==> src/rtl/assert_macros.svh <==
// Assertion macros shared by the RTL
`ifndef ASSERT_MACROS_SVH
`define ASSERT_MACROS_SVH
// implication checked every cycle out of reset
`define ASSERT_IMPL(label, clk, rst, ante, cons) \
  label: assert property (@(posedge clk) disable iff (rst) (ante) |-> (cons)) \
    else $error("assertion failed");
// next-cycle implication
`define ASSERT_NEXT(label, clk, rst, ante, cons) \
  label: assert property (@(posedge clk) disable iff (rst) (ante) |=> (cons)) \
    else $error("assertion failed");
`endif

==> src/rtl/rgbf_pkg.sv <==
// Types and constants for the RGB 3x3 window filter
`default_nettype none
package rgbf_pkg;
  localparam int unsigned MAX_WIDTH  = 2048;
  localparam int unsigned MAX_HEIGHT = 4096;

  localparam int unsigned PIX_W = 24;
  localparam int unsigned ROW_W = 12;
  localparam int unsigned COL_W = 11;

  localparam logic [2:0] MODE_BOX   = 3'd0;
  localparam logic [2:0] MODE_GAUSS = 3'd1;
  localparam logic [2:0] MODE_SROW  = 3'd2;
  localparam logic [2:0] MODE_SCOL  = 3'd3;
  localparam logic [2:0] MODE_GREY  = 3'd4;

  localparam logic [1:0] REG_MODE   = 2'd0;
  localparam logic [1:0] REG_WIDTH  = 2'd1;
  localparam logic [1:0] REG_HEIGHT = 2'd2;

  // classified work for one input pixel
  typedef struct packed {
    logic [ROW_W-1:0]       row;
    logic [COL_W-1:0]       col;
    logic [2:0]             mode;
    logic                   do_int;
    logic                   do_pass;
    logic [8:0][PIX_W-1:0]  win;
  } job_t;

  typedef struct packed {
    logic [ROW_W-1:0] row;
    logic [COL_W-1:0] col;
    logic [7:0]       red;
    logic [7:0]       green;
    logic [7:0]       blue;
    logic             last;
  } res_t;

  function automatic logic [7:0] chan(input logic [PIX_W-1:0] p, input int unsigned k);
    chan = p[8*(2-k) +: 8];
  endfunction
endpackage
`default_nettype wire

==> src/rtl/rgbf_queue.sv <==
// Two-entry job queue between front and back end
`default_nettype none
module rgbf_queue (
  input  wire logic           clk,
  input  wire logic           rst,
  input  wire logic           wr_valid,
  output logic                wr_ready,
  input  rgbf_pkg::job_t      wr_job,
  output logic                rd_valid,
  input  wire logic           rd_ready,
  output rgbf_pkg::job_t      rd_job
);
  import rgbf_pkg::*;
  job_t        mem [0:1];
  logic        wp, rp;
  logic [1:0]  cnt;
  logic        wr, rd;

  assign wr_ready = cnt != 2'd2;
  assign rd_valid = cnt != 2'd0;
  assign wr = wr_valid && wr_ready;
  assign rd = rd_valid && rd_ready;
  assign rd_job = mem[rp];

  always_ff @(posedge clk) begin
    if (rst) begin
      wp <= 1'b0;
      rp <= 1'b0;
      cnt <= 2'd0;
    end else begin
      if (wr) wp <= !wp;
      if (rd) rp <= !rp;
      cnt <= cnt + 2'(wr) - 2'(rd);
    end
    if (wr) mem[wp] <= wr_job;
  end
endmodule
`default_nettype wire

==> config.mk <==
export PLATFORM = sky130hd
export DESIGN_NAME = rgbf_queue
export DESIGN_NICKNAME = d
export VERILOG_FILES = /design/src/rtl/assert_macros.svh /design/src/rtl/rgbf_pkg.sv /design/src/rtl/rgbf_queue.sv
export SDC_FILE = /design/constraint.sdc
export NUM_CORES = 1
export LEC_CHECK = 0
export ABC_CLOCK_PERIOD_IN_PS = 16230
export CORE_MARGIN = 3
export CORE_UTILIZATION = 42
export CTS_CLUSTER_SIZE = 30
export DETAILED_ROUTE_END_ITERATION = 10
export DONT_BUFFER_PORTS = 1
export PLACE_DENSITY_LB_ADDON = 0.25
export SLEW_MARGIN = 10
export SYNTH_ARGS = -nofsm -noshare
export SYNTH_HDL_FRONTEND = slang
export SYNTH_SLANG_ARGS = --single-unit
==> constraint.sdc <==
create_clock -name clk -period 16.23 [get_ports clk]
set_input_delay 3.246 -clock clk [delete_from_list [all_inputs] [get_ports clk]]
set_output_delay 3.246 -clock clk [all_outputs]
set_load 0.02 [all_outputs]
Word-level counts from Yosys, hierarchy flattened
Memory sizes are Yosys's and may differ from the RTL's. A register that Yosys moved wholly into a read port is not among the register bits.
Cells that the tools add are included.
W data, S select, Z words.
- add/subtract/negate cells: 2
- equal/unequal tests: 1
- mux-type cells: 4
- reductions and logical operators: 5
- operator list (cell ; number):
    $mux W1 ; 4
    $add A2 B1 Y2 ; 1
    $logic_and A1 B1 Y1 ; 2
    $logic_not A1 Y1 ; 2
    $ne A2 B2 Y1 const B ; 1
    $reduce_bool A2 Y1 ; 1
    $sub A2 B1 Y2 ; 1
- bits in registers: 4
- bits in writable memories: 488
- output and inout port bits: 246
- word-level logic and storage cells: 16
- memories kept: 1
- memory list (memory ; words ; width ; rd ports ; clocked after memory_dff ; write ports ; line ; RTL):
    mem ; 2 ; 244 ; 1 ; 1 ; 1 ; rgbf_queue.sv:14 ; job_t mem [0:1];

Logic depth before layout (Yosys ltp)
- depth in word-level cells: 4
- gate-level depth with buffers: 6
- mapped depth without buffers: 6

Least setup slack after synthesis
No wires, ideal clock.
- path kind: input to register
- from: in wr_valid
- to: mem mem[1][0] in the netlist's numbering, enable pin
- arrival time: 8.857 ns
- setup slack: 6.736 ns
- stages on the path: 1
- path buffers: 0
- cell sequence: and3_1
- word-level cells in the longest chain between the ends: 3
- ends and longest elaborated chain (item ; line ; RTL):
    from (decl) ; rgbf_queue.sv:6 ; input wire logic wr_valid,
    $logic_and A1 B1 Y1 ; rgbf_queue.sv:21 ; assign wr = wr_valid && wr_ready;
    $mux W1 ; rgbf_queue.sv:35 ; if (wr) mem[wp] <= wr_job;
    $mux W1 (implied by the code) ; rgbf_queue.sv:35 ;
    to (decl) ; rgbf_queue.sv:14 ;
Every way passes these cells.

==> reports/metrics.cfg <==
[sta]
finalSetupViolCount = 0
hold_viol_final = 0
setup_tns_ps = 0
rsz0062_at_grt = false
post-route-min-period_ps = 6289
worst_pin_slew_ps = 1067
finalMaxSlewViolations = 0
finalCritPeriodShare_pct = 38.75
maxSlewHeadroom_pct = 28.84
finClkSkew_ps = 17.35
fmax_mhz = 159.0
whs_ps = 511.4

[yosys]
yosysSeqAreaShare_pct = 79.70
syn_avg_cell_area_um2 = 23.49
synth_area_um2 = 18510
ys_warn_count = 0
synth_cell_types = 24
synth_cells = 788
ys_ff_latch = 493
synth_area_leaders = edfxtp_1 (79%), mux2_4 (13%), mux2_2 (5.1%), buf_6 (1.2%), dfxtp_1 (0.54%)
syn-num-nets = 1037
synth_area_leader_cell = edfxtp_1
synth_top_area_share_pct = 79.16

[route]
dr.pass1.iters = 4
wl_per_cell_um = 24.95
vias_per_cell = 5.081
drt-total-wl_mm = 35.93
detail_route.iter0.violations = 474
vias = 7317
ant_nets = 0
drc = 0

[hold_path]
min_from = rp
holdCritPathClass = reg2reg
whs_path_depth = 2

[worst_setup_path]
reg2reg_depth = 4
crit_required_ps = 12980
r2r_slack_ps = 13170
cp.arrival_ps = 3040
regToRegEndpoint = mem[0][0]
rr_startpoint = cnt[0]
critPathCaptureType = output pin
path_class = reg2out
cp_max_fo = 73
crit_path_start_kind = flip-flop

[die]
fp.dieW_um = 215.9
die_h_um = 215.9
num_io_pins = 494
core_um2 = 43270
rows = 76
die_area_um2 = 46630
initial_core_util_pct = 42.78

[cells_and_area]
drive_gt1_share_pct = 37.66
insertedDiodeCount = 0
fill_cells = 3563
fin_nets = 1068
post-route-util_pct = 47.56
design_area_um2 = 20580
syn_to_final_growth_pct = 11.15

[grt]
grt_max_degree = 121
overflow = 0
antenna_found_initial = 0
grt_pass1_wl_mm = 52.14
grt_use_total_pct = 15.06
grt_pass1_vias = 7997

[clock_network]
numCtsBuffers = 49
clockRootBuffer = clkbuf_16
cts.clk_slew.worst_paths_ps = 50
clk_latency_ps = 560
cts_hold_buf = 0
post_cts_buffers = 0
cts_sinks = 493
h-tree-depth = 2
clock_path_buffers = 3
cts_tree = built
post_cts_resized = 0

[pwr]
power.internal_mw = 2.412
p_comb_share_pct = 20.2
max-vdd-ir-drop_mv = 0.1015
p_sw_mw = 0.9126
switching_share_pct = 27.45
power.share.sequential_pct = 48.0
power.leakage_nw = 6.889
power.density_nw_per_um2 = 161.6
p_clk_share_pct = 31.8

[job]
drv_cap = 0

[place]
gp_congestion = 0.7591
dp_hpwl_mm = 23.99
placed_cell_area_um2 = 19070
numPortBuffers = 0

[status]
status = complete, no violations

registers in the layout, indices dropped and copies added, names as in the netlist, named ones only:
name,cells
cnt,2
mem,488
rp,1
wp,1
cells in the final DEF (no fill, tap or decap), types with 2 or more instances in the layout:
cell type,count
buf_4,6
bufinv_16,4
clkbuf_1,8
clkbuf_16,49
clkinv_1,14
clkinv_2,7
clkinvlp_4,2
dfxtp_1,4
edfxtp_1,488
inv_6,2
mux2_2,84
mux2_4,160
nor2_1,4
nor2b_1,2
o21ai_0,2
synth_stat cells:
cell and instances:
edfxtp_1 488, mux2_4 160, mux2_2 84, buf_6 19
buf_2 8, dfxtp_1 5, nor2_1 4, and3_1 2
nor2b_1 2, o21ai_0 2, a21bo_2 1, a21oi_1 1
ha_1 1, inv_1 1, nand2b_1 1, nand3_1 1
nand3b_1 1, nor3_1 1, nor4_1 1, nor4bb_1 1
o21ba_2 1, o31a_1 1, or2_2 1, xor2_1 1
metrics by stage:
stage,instances,setup slack (ps),power (mW)
finish,1440,9941,3.325
global route,1440,9744,3.453
CTS,1440,9858,3.379
detailed placement,1353,10490,2.312
global placement,1353,10500,2.308
floorplan,788,6736,2.236
per-layer routing:
metal | track usage (%) | vias to the layer above | part of all wire [%]
li1 | - | 3210 | -
met3 | 8.054 | 67 | 12
met4 | 5.909 | 0 | 3.1
met1 | 15.90 | 3709 | 34
met5 | 0 | - | 0
met2 | 25.39 | 331 | 50
final cells by class:
cell class | instances | area (um2) | area share [%]
sequential | 493 | 14760 | 71.72
multi-input combinational | 267 | 3505 | 17.03
clock buffer | 57 | 1256 | 6.105
tap | 585 | 732.0 | 3.557
clock inverter | 30 | 249.0 | 1.210
timing repair buffer | 7 | 65.06 | 0.3162
inverter | 1 | 11.26 | 0.05473
power groups by stage:
stage	combinational, mW	clock, mW	sequential, mW
final	0.672	1.06	1.60
after global routing	0.705	1.14	1.61
after CTS	0.687	1.09	1.60
after detailed placement	0.687	0	1.63
after global placement	0.687	0	1.62
after floorplan	0.611	0	1.62
cell families after synthesis:
logic type	share of synthesized area (%)
fa+ha+maj	0.06758
mux	18.09
compound gates	0.2366
simple gates	0.4664
buf+inv	1.392
xor+xnor	0.04732
flops	79.70
worst max path at each step:
stage                   start     endpoint  slack, ps  depth (start not counted)
finish              flip-flop   rd_job[37]       9940                          2
global route        flip-flop   rd_job[37]       9740                          2
CTS                 flip-flop  rd_job[243]       9860                          2
detailed placement  flip-flop   rd_job[31]      10490                          2
global placement    flip-flop   rd_job[31]      10500                          2
floorplan            wr_valid    mem[1][0]       6740                          1
critical path, cell delays in order, from the launching register on:
cell and delay [ps]:
dfxtp_4 1030, buf_4 850, mux2_2 490
Note: power is estimated with default switching activity, not from simulation.
