### config.mk
export PLATFORM = sky130hd
export DESIGN_NAME = rgbf_back
export DESIGN_NICKNAME = d
export VERILOG_FILES = /design/src/rtl/assert_macros.svh /design/src/rtl/rgbf_pkg.sv /design/src/rtl/rgbf_back.sv
export SDC_FILE = /design/constraint.sdc
export NUM_CORES = 2
export LEC_CHECK = 0
export BUFFER_PORTS_ARGS = -buffer_cell sky130_fd_sc_hd__buf_2
export CORE_ASPECT_RATIO = 0.75
export CORE_UTILIZATION = 50
export DETAILED_ROUTE_END_ITERATION = 8
export PLACE_DENSITY = 0.72
export SETUP_SLACK_MARGIN = 0.05
export SLEW_MARGIN = 20
export SYNTH_ARGS = -nofsm -noshare
export SYNTH_HDL_FRONTEND = slang
export SYNTH_SLANG_ARGS = --single-unit
### constraint.sdc
create_clock -name clk -period 6.5 [get_ports clk]
set_input_delay 0.325 -clock clk [delete_from_list [all_inputs] [get_ports clk]]
set_output_delay 0.325 -clock clk [all_outputs]
set_load 0.02 [all_outputs]
### src/rtl/assert_macros.svh
// Assertion macros shared by the RTL
`ifndef ASSERT_MACROS_SVH
`define ASSERT_MACROS_SVH
// implication checked every cycle out of reset
`define ASSERT_IMPL(label, clk, rst, ante, cons) \
  label: assert property (@(posedge clk) disable iff (rst) (ante) |-> (cons)) \
    else $error("assertion failed");
// next-cycle implication
`define ASSERT_NEXT(label, clk, rst, ante, cons) \
  label: assert property (@(posedge clk) disable iff (rst) (ante) |=> (cons)) \
    else $error("assertion failed");
`endif

### src/rtl/rgbf_pkg.sv
// Types and constants for the RGB 3x3 window filter
`default_nettype none
package rgbf_pkg;
  localparam int unsigned MAX_WIDTH  = 2048;
  localparam int unsigned MAX_HEIGHT = 4096;

  localparam int unsigned PIX_W = 24;
  localparam int unsigned ROW_W = 12;
  localparam int unsigned COL_W = 11;

  localparam logic [2:0] MODE_BOX   = 3'd0;
  localparam logic [2:0] MODE_GAUSS = 3'd1;
  localparam logic [2:0] MODE_SROW  = 3'd2;
  localparam logic [2:0] MODE_SCOL  = 3'd3;
  localparam logic [2:0] MODE_GREY  = 3'd4;

  localparam logic [1:0] REG_MODE   = 2'd0;
  localparam logic [1:0] REG_WIDTH  = 2'd1;
  localparam logic [1:0] REG_HEIGHT = 2'd2;

  // classified work for one input pixel
  typedef struct packed {
    logic [ROW_W-1:0]       row;
    logic [COL_W-1:0]       col;
    logic [2:0]             mode;
    logic                   do_int;
    logic                   do_pass;
    logic [8:0][PIX_W-1:0]  win;
  } job_t;

  typedef struct packed {
    logic [ROW_W-1:0] row;
    logic [COL_W-1:0] col;
    logic [7:0]       red;
    logic [7:0]       green;
    logic [7:0]       blue;
    logic             last;
  } res_t;

  function automatic logic [7:0] chan(input logic [PIX_W-1:0] p, input int unsigned k);
    chan = p[8*(2-k) +: 8];
  endfunction
endpackage
`default_nettype wire

### src/rtl/rgbf_back.sv
// Back end: kernel arithmetic, result sequencing and output register
`default_nettype none
module rgbf_back (
  input  wire logic        clk,
  input  wire logic        rst,
  input  wire logic        job_valid,
  output logic             job_ready,
  input  rgbf_pkg::job_t   job,
  output logic             res_valid,
  input  wire logic        res_ready,
  output rgbf_pkg::res_t   res
);
  import rgbf_pkg::*;
  // stage A: per-channel sums registered
  logic              a_valid;
  job_t              a_job;
  logic signed [12:0] a_sum [0:2];
  logic [9:0]        a_grey;
  logic              a_second;  // interior already sent, pass pending
  logic              a_ready, a_done;
  logic              out_free;
  logic [7:0]        fv [0:2];
  logic [7:0]        gv;
  res_t              r_next;

  function automatic logic signed [12:0] ksum(input job_t j, input int unsigned k);
    logic signed [12:0] s;
    logic signed [12:0] p [0:8];
    s = '0;
    for (int i = 0; i < 9; i++) p[i] = 13'(chan(j.win[i], k));
    unique case (j.mode)
      MODE_BOX:   s = 13'(p[0]+p[1]+p[2]+p[3]+p[4]+p[5]+p[6]+p[7]+p[8]);
      MODE_GAUSS: s = 13'(p[0]+2*p[1]+p[2]+2*p[3]+4*p[4]+2*p[5]+p[6]+2*p[7]+p[8]);
      MODE_SROW:  s = 13'(p[0]+2*p[1]+p[2]-p[6]-2*p[7]-p[8]);
      MODE_SCOL:  s = 13'(-p[0]+p[2]-2*p[3]+2*p[5]-p[6]+p[8]);
      default:    s = '0;
    endcase
    ksum = s;
  endfunction

  assign out_free  = !res_valid || res_ready;
  assign a_ready   = !a_valid || (out_free && a_done);
  assign job_ready = a_ready;

  always_ff @(posedge clk) begin
    if (job_valid && a_ready) begin
      a_job <= job;
      for (int k = 0; k < 3; k++) a_sum[k] <= ksum(job, k);
      a_grey <= 10'(chan(job.win[8], 0)) + 10'(chan(job.win[8], 1)) +
                10'(chan(job.win[8], 2));
    end
  end

  always_comb begin
    for (int k = 0; k < 3; k++) begin
      unique case (a_job.mode)
        MODE_BOX:   fv[k] = 8'((24'(a_sum[k]) * 24'd7282) >> 16);
        MODE_GAUSS: fv[k] = 8'(a_sum[k] >>> 4);
        default:    fv[k] = a_sum[k] < 0 ? 8'd0 : (a_sum[k] > 255 ? 8'd255 : 8'(a_sum[k]));
      endcase
    end
    gv = 8'((24'(a_grey) * 24'd21846) >> 16);
    r_next.row = a_job.row;
    r_next.col = a_job.col;
    r_next.red = chan(a_job.win[8], 0);
    r_next.green = chan(a_job.win[8], 1);
    r_next.blue = chan(a_job.win[8], 2);
    r_next.last = 1'b1;
    a_done = 1'b1;
    if (a_job.mode == MODE_GREY) begin
      r_next.red = gv;
      r_next.green = gv;
      r_next.blue = gv;
    end else if (a_job.mode < MODE_GREY && a_job.do_int && !a_second) begin
      r_next.row = a_job.row - 1'b1;
      r_next.col = a_job.col - 1'b1;
      r_next.red = fv[0];
      r_next.green = fv[1];
      r_next.blue = fv[2];
      r_next.last = !a_job.do_pass;
      a_done = !a_job.do_pass;
    end
  end

  always_ff @(posedge clk) begin
    if (rst) begin
      a_valid <= 1'b0;
      a_second <= 1'b0;
      res_valid <= 1'b0;
    end else begin
      if (out_free) res_valid <= 1'b0;
      if (a_valid && out_free) begin
        if (a_job.mode >= MODE_GREY || a_second || a_job.do_int || a_job.do_pass)
          res_valid <= 1'b1;
        a_second <= !a_done;
      end
      if (a_ready) a_valid <= job_valid;
    end
    if (a_valid && out_free) res <= r_next;
  end
endmodule
`default_nettype wire

After elaboration in Yosys (flattened, before gate mapping)

Memory sizes are Yosys's and may differ from the RTL's.
Index checks and enable logic that the tools add are counted.

Flip-flop bits (word level): 113
Output and inout port bits: 50
Memory bits (read-only): 0
Memory bits (writable): 39
Input bits: 248
Bits in latches: 0
Word-level logic and storage cells: 157
Memories: 1

Mux-type cells: 25
Reductions and logical operators: 18
$lt $le $gt $ge: 8
Shifts and indexed selects: 0
Bitwise logic cells: 1
Equality and inequality tests: 5
Add/subtract/negate cells: 79
Div/mod/pow operators: 0
Multipliers: 4

Memory list:

| name  | words | bits a word | read ports | clocked after Yosys merged registers in | wr ports | RTL line        | RTL |
|---|---|---|---|---|---|---|---|
| a_sum | 3     | 13          | 3          | 0                                       | 3        | rgbf_back.sv:17 | `logic signed [12:0] a_sum [0:2];` |

Operators with widths:

| kind                     | count |
|---|---|
| $add A13 B9 Y13          | 21 |
| $pmux W13 S4             | 3 |
| $add A13 B10 Y13         | 9 |
| $sub A13 B9 Y13          | 6 |
| $mul A24 B12 Y23 const B | 3 |
| $add A10 B8 Y11          | 6 |
| $mux W48                 | 1 |
| $mux W8                  | 6 |
| $pmux W8 S2              | 3 |
| $add A9 B8 Y10           | 4 |
| $add A12 B8 Y13          | 3 |
| $add A13 B11 Y13         | 3 |
| $gt A13 B9 Y1 const B    | 3 |
| $lt A13 B1 Y1 const B    | 3 |
| $mux W13                 | 3 |
| $neg A8 Y13              | 3 |
| $sub A12 B10 Y13         | 3 |
| $sub A13 B10 Y13         | 3 |
| $add A11 B8 Y12          | 3 |
| $add A11 B9 Y12          | 3 |
| $add A8 B8 Y9            | 4 |
| $sub A11 B8 Y12          | 3 |
| $add A8 B9 Y10           | 3 |
| $mux W24                 | 1 |
| other kinds (16)         | 37 |

Depth between registers and ports, before layout

Word-level depth: 10
Mapped depth: 26
Depth with buffers taken out: 26

Worst setup path before layout

OpenSTA, ideal clock, no wires.

Kind: register -> register
Start point: reg a_job[220] (netlist name)
End point: reg a_grey[0] (enable)
Slack: 100 ps
Period minus slack after synthesis: 6400 ps
Arrival: 5806 ps
Stages on the path, launching flop included: 7
Required time: 5906 ps
Path buffers: 1
Library setup time: 594 ps
Cell sequence: edfxtp_1 -> nor2_1 -> and2_1 -> clkbuf_1 -> nand2_1 -> nand2_1 -> a21oi_1

Longest elaborated chain between the ends: 8
Elaborated cells between the ends (all ways): 9
Classes of those cells: 1 x order compare; 1 x eq/ne; 2 x mux; 5 x reduce/logical

RTL lines:

| item                             | RTL line        | RTL |
|---|---|---|
| start, declared                  | rgbf_back.sv:16 | `job_t a_job;` |
| start signal, assigned           | rgbf_back.sv:47 | `a_job <= job;` |
| $lt A3 B3 Y1                     | rgbf_back.sv:74 | `end else if (a_job.mode < MODE_GREY && a_job.do_int && !a_second) begin` |
| $logic_and A1 B1 Y1 (2 in a row) | rgbf_back.sv:74 |  |
| $mux W1                          | rgbf_back.sv:74 |  |
| $mux W1 (*)                      | rgbf_back.sv:70 | `if (a_job.mode == MODE_GREY) begin` |
| $logic_and A1 B1 Y1 (*)          | rgbf_back.sv:42 | `assign a_ready = !a_valid \|\| (out_free && a_done);` |
| $logic_or A1 B1 Y1 (*)           | rgbf_back.sv:42 |  |
| $logic_and A1 B1 Y1 (*)          | rgbf_back.sv:46 | `if (job_valid && a_ready) begin` |
| end signal, assigned             | rgbf_back.sv:49 | `a_grey <= 10'(chan(job.win[8], 0)) + 10'(chan(job.win[8], 1)) +` |
| end, declared                    | rgbf_back.sv:18 | `logic [9:0] a_grey;` |

Mark *: on every way between the ends. The rest lies on a longest branch, timed or not.
A chain may end at the register's enable or synchronous reset.

==> flow_summary.json <==
{
  "fin_crit_ns": 6.14,
  "clockRootBuffer": "clkbuf_16",
  "crit_top_cell": "fa_1",
  "worst_pin_slew_ns": 1.12,
  "synthCells": 3269,
  "seq_area_frac_synth_pct": 13.7,
  "cts_sinks": 152,
  "rows": 81,
  "grt_pass1_vias": 24400,
  "rsz0062_at_grt": "false",
  "syn_nets": 4607,
  "cts_tree": "done",
  "numCtsBuffers": 17,
  "initialDrtViolationCount": 1720,
  "min_path_type": "input pin to flip-flop",
  "area_growth_syn_to_layout_pct": 9.69,
  "antenna_found_initial": 3,
  "grt_pass1_wl_mm": 134,
  "htreeDepth": 4,
  "die_x_um": 300,
  "start_kind": "input pin",
  "grt_max_degree": 57,
  "crit_fanout": 3,
  "skew_ns": 0.0199,
  "insertion_delay_ns": 0.46,
  "yosysTopAreaCellShare_pct": 34.0,
  "crit_family": "adder cells",
  "relSlewSlack_pct": 25.0,
  "ys_ff_latch": 152,
  "cp.arrival_ns": 6.33,
  "finalHoldViolations": 0,
  "maxCapViolations": 0,
  "yosysMostFrequentCell": "inv_1",
  "r2r_start": "a_sum[0][3]$_DFFE_PP_",
  "grtUsageTotal_pct": 25.6,
  "antenna_left": 0,
  "gp_congestion": 0.963,
  "syn_avg_cell_area_um2": 10.2,
  "dieArea_um2": 67500,
  "async_flop_share_pct": 0,
  "dieHeight_um": 225,
  "ys_types": 72,
  "initial_utilization_pct": 50.7,
  "drc": 0,
  "layoutNonFillerInstCount": 4455,
  "n_fill_cell": 5806,
  "core_area_um2": 65500,
  "cts_max_path_buffers": 2,
  "timing.critical_path.buf_inv": 4,
  "wl_per_cell_um": 18.7,
  "critical_path_required_ns": 6.68,
  "vias_per_cell": 5.36,
  "path_clk_slew_ns": 0.06,
  "cp_cell_sequence": "buf_2, fa_1, ha_1, inv_1, fa_1, inv_1, ha_1, a21o_1, a21oi_1, o21ai_0, a21oi_2, xnor2_1, fa_1, fa_1, fa_1, inv_1, ha_1, a21oi_1, o21bai_1, a2111oi_1, nor2_1, xnor2_1, o32a_1, o221ai_1",
  "maxSlewViolCount": 0,
  "routed_wl_mm": 83.4,
  "slowest_delay_ns": 0.59,
  "post-route-period-util_pct": 94.5,
  "synth-edff-count": 149,
  "grt_remaining_overflow": 0,
  "synth_common_cells": "inv_1, fa_1, ha_1",
  "worstHoldStart": "job[216]",
  "seqCellArea_um2": 4530,
  "hpwl_mm": 73.3,
  "yosys-top-cells-area": "fa_1, ha_1, edfxtp_1, inv_1, xnor2_1",
  "critPathCaptureType": "flip-flop",
  "startpoint": "job[9]",
  "clock.fmax_mhz": 163,
  "synth.cell_area_um2": 33200,
  "ys_warn_count": 0,
  "slowest_stage": "fa_1",
  "fin_setup_tns_ns": 0,
  "io_pins": 298,
  "status": "finished clean",
  "multiInputGateArea_um2": 25600,
  "vias": 23900,
  "setup_violations": 0,
  "place_inst": 4422,
  "netlist.top_cell.by_area": "fa_1",
  "drt_pass1_iterations": 5,
  "path_class": "input pin to flip-flop",
  "synth_ff_type": "edfxtp_1",
  "nets": 4908,
  "placement.io_buffers": 297,
  "drive_gt1_share_pct": 10.9
}
## layer usage
metal / vias up / routed length (µm) / GRT usage (%)
li1: 11200 / - / -
met1: 11800 / 40200 / 40.2
met2: 845 / 35100 / 37.4
met3: 50 / 7400 / 4.57
met4: 0 / 701 / 3.37
met5: - / 0 / 0
## logic make-up (layout without fill, tap and decap cells)
family,Yosys count,in the layout,synth area share [%]
other cells,0,2,0
xor+xnor,210,210,5.56
fa+ha+maj,1090,1090,53.8
compound gates,573,573,11.6
buf+inv,843,1156,9.53
simple gates,395,395,5.67
mux,6,6,0.181
flops,152,152,13.7
## through the flow
stage | utilization (%) | hold slack (ns) | instance area [µm²] | setup slack, ns
after global routing | 55.6 | 0.0235 | 36400 | 0.0500
after floorplan | - | 0.394 | 33200 | 0.0999
after CTS | 55.6 | 0.0217 | 36400 | 0.355
after global placement | 54.7 | 0.502 | 35800 | 0.0999
final | 55.7 | 0.0440 | 36400 | 0.356
after detailed placement | 54.7 | 0.500 | 35800 | -0.115
## final cells by class
type,count,share of cell area (%)
Multi-Input combinational cell,2274,70.1
Sequential cell,152,12.4
Inverter,811,8.35
Timing Repair Buffer,314,4.43
Tap cell,871,2.99
Clock buffer,17,1.17
Clock inverter,14,0.474
Antenna cell,2,0.0137
## path summary, 6_finish.rpt
kind,endpoint,slack [ns],depth (start not counted)
max,a_sum[0][24]$_DFFE_PP_,0.36,24
min,a_job[216]$_DFFE_PP_,0.04,1
max reg2reg,res[23]$_DFFE_PP_,0.54,18
min reg2reg,res_valid$_SDFF_PP0_,0.51,2
## state kept, by name, indices dropped and copies added (netlist names)
name,count
a_sum,39
res_valid,1
a_second,1
res,48
a_valid,1
a_job,52
a_grey,10
## timing repair
item                                    in CTS  in global routing
endpoints found under the setup margin       0                  1
hold buffers                                 0                  0
resized for setup                            0                  2
buffers inserted                             0                  0
hold endpoints to repair                     0                  0
## worst register-to-register path: stages, from the launching register on
cell	delay (ns)
edfxtp_1	0.56
inv_1	0.12
fa_1	0.54
inv_1	0.05
ha_1	0.33
fa_1	0.52
inv_1	0.05
fa_1	0.47
inv_1	0.05
fa_1	0.47
ha_1	0.31
a211oi_1	0.34
o211ai_1	0.14
a21oi_1	0.44
o31ai_4	0.17
a221oi_2	0.32
xnor2_1	0.16
a21oi_1	0.10
o21ai_0	0.52
## placed cells by master (no fill, tap or decap), types with 9 or more instances in the layout
cell type and n:
o211ai_1 31, fa_1 564, nand4_1 9, buf_2 297, nor3_1 38, o21ai_1 10
nor2b_1 39, nand2_1 100, clkbuf_16 17, nor2_1 112, a21oi_1 157, xor2_1 63
buf_4 17, a21o_1 49, o21ai_0 130, o41ai_1 9, a211oi_1 16, a22oi_1 13
a221oi_1 12, inv_1 811, or2_2 10, a221o_1 12, o21bai_1 25, edfxtp_1 149
xnor2_1 146, o21a_1 21, nand3_1 38, ha_1 526
Power is not shown: default switching activity piles up to over one toggle a cycle in this logic, so the estimate is an artifact.
